File: src/rtl/skvt_pkg.sv
package skvt_pkg;

    localparam int KeyW = 32;
    localparam int ValW = 32;

    localparam logic [2:0] ACT_INSERT = 3'd0;
    localparam logic [2:0] ACT_LOOKUP = 3'd1;
    localparam logic [2:0] ACT_UPDATE = 3'd2;
    localparam logic [2:0] ACT_REMOVE = 3'd3;
    localparam logic [2:0] ACT_LIST   = 3'd4;

    localparam logic [1:0] STS_OK        = 2'd0;
    localparam logic [1:0] STS_NOT_FOUND = 2'd1;
    localparam logic [1:0] STS_FULL      = 2'd2;
    localparam logic [1:0] STS_EMPTY     = 2'd3;

    typedef struct packed {
        logic [2:0]             action;
        logic signed [KeyW-1:0] key;
        logic [ValW-1:0]        value;
    } t_in_item;

    typedef struct packed {
        logic [1:0]             status;
        logic signed [KeyW-1:0] out_key;
        logic [ValW-1:0]        out_value;
        logic                   last;
    } t_out_item;

    typedef enum logic [2:0] {
        CELL_HOLD,
        CELL_INS,
        CELL_DEL,
        CELL_UPD,
        CELL_ROT
    } t_cell_op;

    // broadcast from the sequencer to every cell
    typedef struct packed {
        t_cell_op               op;
        logic                   cmp;
        logic signed [KeyW-1:0] key;
        logic [ValW-1:0]        value;
    } t_cell_ctl;

    typedef enum logic [1:0] {
        ST_IDLE,
        ST_EXEC,
        ST_LIST
    } t_state;

endpackage

File: src/rtl/skvt_cell.sv
module skvt_cell #(
    parameter int IDX = 0,
    parameter int CW  = 6
) (
    input  logic                           i_clk,
    input  skvt_pkg::t_cell_ctl            i_ctl,
    input  logic [CW-1:0]                  i_count,
    input  logic signed [skvt_pkg::KeyW-1:0] i_left_key,
    input  logic [skvt_pkg::ValW-1:0]      i_left_value,
    input  logic                           i_left_lt,
    input  logic signed [skvt_pkg::KeyW-1:0] i_right_key,
    input  logic [skvt_pkg::ValW-1:0]      i_right_value,
    output logic signed [skvt_pkg::KeyW-1:0] o_key,
    output logic [skvt_pkg::ValW-1:0]      o_value,
    output logic                           o_lt,
    output logic                           o_first
);
    import skvt_pkg::*;

    logic signed [KeyW-1:0] r_key, n_key;
    logic [ValW-1:0]        r_value, n_value;
    logic                   r_lt, r_eq;
    logic                   occ, tail;

    assign occ  = CW'(IDX) < i_count;
    assign tail = i_count == CW'(IDX + 1);

    // sorted order: first match is an equal cell whose left neighbor is smaller
    assign o_first = r_eq & i_left_lt;
    assign o_key   = r_key;
    assign o_value = r_value;
    assign o_lt    = r_lt;

    always_comb begin
        n_key   = r_key;
        n_value = r_value;
        case (i_ctl.op)
            CELL_INS: begin
                if (!r_lt) begin
                    if (i_left_lt) begin
                        n_key   = i_ctl.key;
                        n_value = i_ctl.value;
                    end else begin
                        n_key   = i_left_key;
                        n_value = i_left_value;
                    end
                end
            end
            CELL_DEL: begin
                if (!r_lt) begin
                    n_key   = i_right_key;
                    n_value = i_right_value;
                end
            end
            CELL_UPD: begin
                if (o_first) begin
                    n_value = i_ctl.value;
                end
            end
            CELL_ROT: begin
                // tail of the occupied run takes the head entry
                if (tail) begin
                    n_key   = i_ctl.key;
                    n_value = i_ctl.value;
                end else begin
                    n_key   = i_right_key;
                    n_value = i_right_value;
                end
            end
            default: begin
            end
        endcase
    end

    always_ff @(posedge i_clk) begin
        r_key   <= n_key;
        r_value <= n_value;
        if (i_ctl.cmp) begin
            r_lt <= occ && (r_key < i_ctl.key);
            r_eq <= occ && (r_key == i_ctl.key);
        end
    end

endmodule

File: config.mk
export PLATFORM = sky130hd
export DESIGN_NAME = skvt_cell
export DESIGN_NICKNAME = d
export VERILOG_FILES = /design/src/rtl/skvt_pkg.sv /design/src/rtl/skvt_cell.sv
export SDC_FILE = /design/constraint.sdc
export NUM_CORES = 1
export LEC_CHECK = 0
export ABC_AREA = 1
export BUFFER_PORTS_ARGS = -buffer_cell sky130_fd_sc_hd__buf_2
export CAP_MARGIN = 10
export CORE_ASPECT_RATIO = 1.25
export CORE_MARGIN = 5
export CORE_UTILIZATION = 35
export DETAILED_ROUTE_END_ITERATION = 8
export PLACE_DENSITY = 0.66
export REMOVE_ABC_BUFFERS = 1
export SYNTH_ARGS = -nofsm -noshare
export SYNTH_HDL_FRONTEND = slang
export SYNTH_SLANG_ARGS = --single-unit
File: constraint.sdc
create_clock -name i_clk -period 9.85 [get_ports i_clk]
set_clock_uncertainty 0.05 [all_clocks]
set_input_delay 1.4775 -clock i_clk [delete_from_list [all_inputs] [get_ports i_clk]]
set_output_delay 1.4775 -clock i_clk [all_outputs]
set_load 0.02 [all_outputs]
==> summary.md <==
| Metric | Value |
|---|---|
| Initial DRC count | 297 |
| Number of synthesized flops with an enable pin | 66 |
| Worst hold path type | reg -> reg |
| Net Sw Frac | a little under a third |
| Post-CTS setup repair buffer count | 0 |
| Die Span Y | 140 um |
| Number of I/O port buffers | 269 |
| H-tree Lvls | 3 |
| Hold EP | o_lt |
| Via count | 4812 |
| Crit path max fanout | 4 |
| Core Box Area | between 10000 and 15000 um2 |
| Endpoints failing setup | 0 |
| Worst-case clock buffer depth | 2 |
| Synthesized cell area | 4760 um2 |
| Syn avg cell area | 8.49 um2 |
| FMAX | between 200 and 300 MHz |
| HP Start | o_key[31] |
| Area growth from synthesis to layout | 34.9% |
| Reg2reg path depth | 3 |
| Max incr delay on CP | 160 ps |
| Number of max-cap violations | 0 |
| Worst-path clk slew | 60 ps |
| Gpl congestion | around 0.83 |
| Total power | 0.886 mW |
| Hold_buf cts | 0 |
| CP max stage cell | buf_2 |
| Vias/cell | 4.85 |
| Seq pwr share | 40.7% |
| Initial Utilization | between 30% and 40% |
| Fin util | slightly below 50% |
| Hold Vio Cnt, Final | 0 |
| Register area share after synthesis | a little over two fifths |
| Drt drc | 0 |
| Post-synth top area share | between 40% and 50% |
| Switch Pwr | 0.277 mW |
| Finished Layout Cells | 992 |
| Worst-margin pin slew | 989 ps |
| Flops & latches, synth | 66 |
| Nets | 1052 |
| Power share of the clock group | 32.5% |
| PwrDens | 138 nW/um2 |
| VDD IR-drop max | 0.0656 mV |
| # IOs | 270 |
| CP Class | in -> out |
| Post-Syn Instances | around 560 |
| Die Wd | approximately 110 um |
| Antenna violations before repair | 0 |
| Synth cell types | 30 |
| Most common cell in the netlist | nand2_1 |
| ANT cells | 0 |
| Lkg Pwr | 3.21 nW |
| Asr flop ratio synth | 0% |
| Vias in the first global route | ~4700 |
| Layout cells sized above 1 | between 30% and 40% |
| Hpwl dp | 12.1 mm |
| Critical Path End Type | primary output |
| Clock Root Buffer | clkbuf_16 |
| Die area | 16100 um2 |
| Pin count of the biggest net entering global routing | 65 |
| Hold depth | 3 |
| CP Cell Sequence | buf_2 > nand2_1 > inv_1 > buf_2 |
| Final Max Slew Viols | 0 |
| Slew headroom | 33.9% |
| Critical Path Start Type | input pin |
| Worst Path Arrival | 1970 ps |
| Outcome | complete, no violations |
| Clk sinks | 66 |
| Biggest area consumer among synthesized cells | edfxtp_1 |
| Std-Cell Rows | 47 |
| Routed WL | 15.6 mm |
| CP required | 8320 ps |
| Reg2reg end | o_value[5] |
| Top_reg_cell synth | edfxtp_1 |
| CTS buffer count | 9 |
| Shortest period the worst path allows | 3500 ps |
| Internal | 0.609 mW |
| Clk_lat worst skew | 330 ps |
| R2r setup slk | 7780 ps |
| Combinational fraction of design power | 26.8% |
| Tcrit/Tclk final | 35.5% |
| CTS tree | built |
| First-pass GRT wire length | 23.9 mm |
| Drt first pass iters | 5 |
| R2R Path Start | o_lt |
| Synth top cells by count | nand2_1 (169), inv_1 (78), edfxtp_1 (66), o211ai_1 (47) |
| Dpl cells | between 900 and 1000 |
| Setup_tns | 0 ps |
| Resized Gates After CTS | 0 |
| DR WL/cell | 15.7 um |
| Most used cell, CP | buf_2 |
| Yosys warnings | 0 |
| RSZ-0062 raised after global routing | false |
| Ranking of synthesized cells by area | edfxtp_1 (42%), nand2_1 (13%), ha_1 (8.4%), o211ai_1 (7.4%), inv_1 (6.1%) |
| Grt ovf | 0 |
| DRT antenna net count | 0 |
| Total GRT Usage | 18.9% |
## metrics by stage
stage / worst slack (ps) / instance area [um2] / hold slack [ps]
2_1_floorplan: 4840 / 4550 / 830
3_3_place_gp: 6140 / 6160 / 727
3_5_place_dp: 6130 / 6160 / 716
4_1_cts: 6350 / 6420 / 735
5_1_grt: 6310 / 6420 / 796
6_report: 6350 / 6420 / 728
## registers in the layout (all words and copies together), names as in the netlist
name,cells
o_key,32
o_value,32
o_lt,1
r_eq,1
## critical path: cells and delay by family
family / cells / cell delay (ps)
buffers and inverters: 3 / 370
and+or+nand+nor: 1 / 110
## cells in the final DEF (no fill, tap or decap)
master      netlist  final
a221oi_4          0      1
nor2_4            1      2
buf_4             5      3
clkinv_1          0      1
o21a_1            2      2
a32oi_1           1      1
ha_1             32     32
a21o_1            1      1
inv_2             5      6
nand3_1          34     34
clkbuf_16         0      9
o21ai_0          34     34
a21oi_4           1      1
o211ai_1         47     47
nor2_2            3      3
nor3_1            1      1
buf_2             6    269
clkbuf_1          8      1
nand4_1           3      3
nand2_4           1      1
nor3_4            1      1
clkinvlp_4        0      2
a21oi_1          14     14
edfxtp_1         66     66
nand2_1         169    169
nor2_8            2      2
nand3_2           1      1
clkinv_2          0      3
nor2_1           18     17
inv_1            78     77
o211ai_2         16     16
nor4_1            1      1
## layer usage
layer / wire length (um) / vias to the layer above / global-route usage, %
met1: 6290 / 2148 / 22.3
met3: 1740 / 17 / 6.34
met2: 7290 / 221 / 32.3
met4: 262 / 0 / 5.82
met5: 0 / - / 0
li1: - / 2426 / -
## worst max path at each step
stage,from,endpoint,slack (ps),cells past startpoint
floorplan,i_ctl[65],o_value[0],4840,3
global placement,i_ctl[65],o_value[17],6140,5
detailed placement,i_ctl[65],o_value[6],6130,5
CTS,i_left_lt,o_first,6350,4
global route,i_left_lt,o_first,6310,4
finish,i_left_lt,o_first,6350,4
## power groups by stage
stage	registers [mW]	clock network, mW	logic (mW)
detailed placement	0.366	0	0.240
CTS	0.361	0.296	0.241
finish	0.360	0.288	0.237
floorplan	0.398	0	0.105
global placement	0.366	0	0.238
global route	0.363	0.308	0.267
## cells by family (layout without fill, tap and decap cells)
family | after synthesis | count (layout) | share of synthesized area [%]
compound gates | 117 | 117 | 17.8
buf+inv | 111 | 371 | 10.9
flops | 66 | 66 | 41.6
simple gates | 235 | 235 | 21.2
fa+ha+maj | 32 | 32 | 8.41
## area by class of cell
class,count,area (um2)
clock buffer,10,229
clock inverter,6,33.8
fill,1322,6870
inverter,83,312
multi-input combinational,384,2280
sequential,66,1980
tap,171,214
timing repair buffer,272,1370
Power figures use the tool's default switching activity.
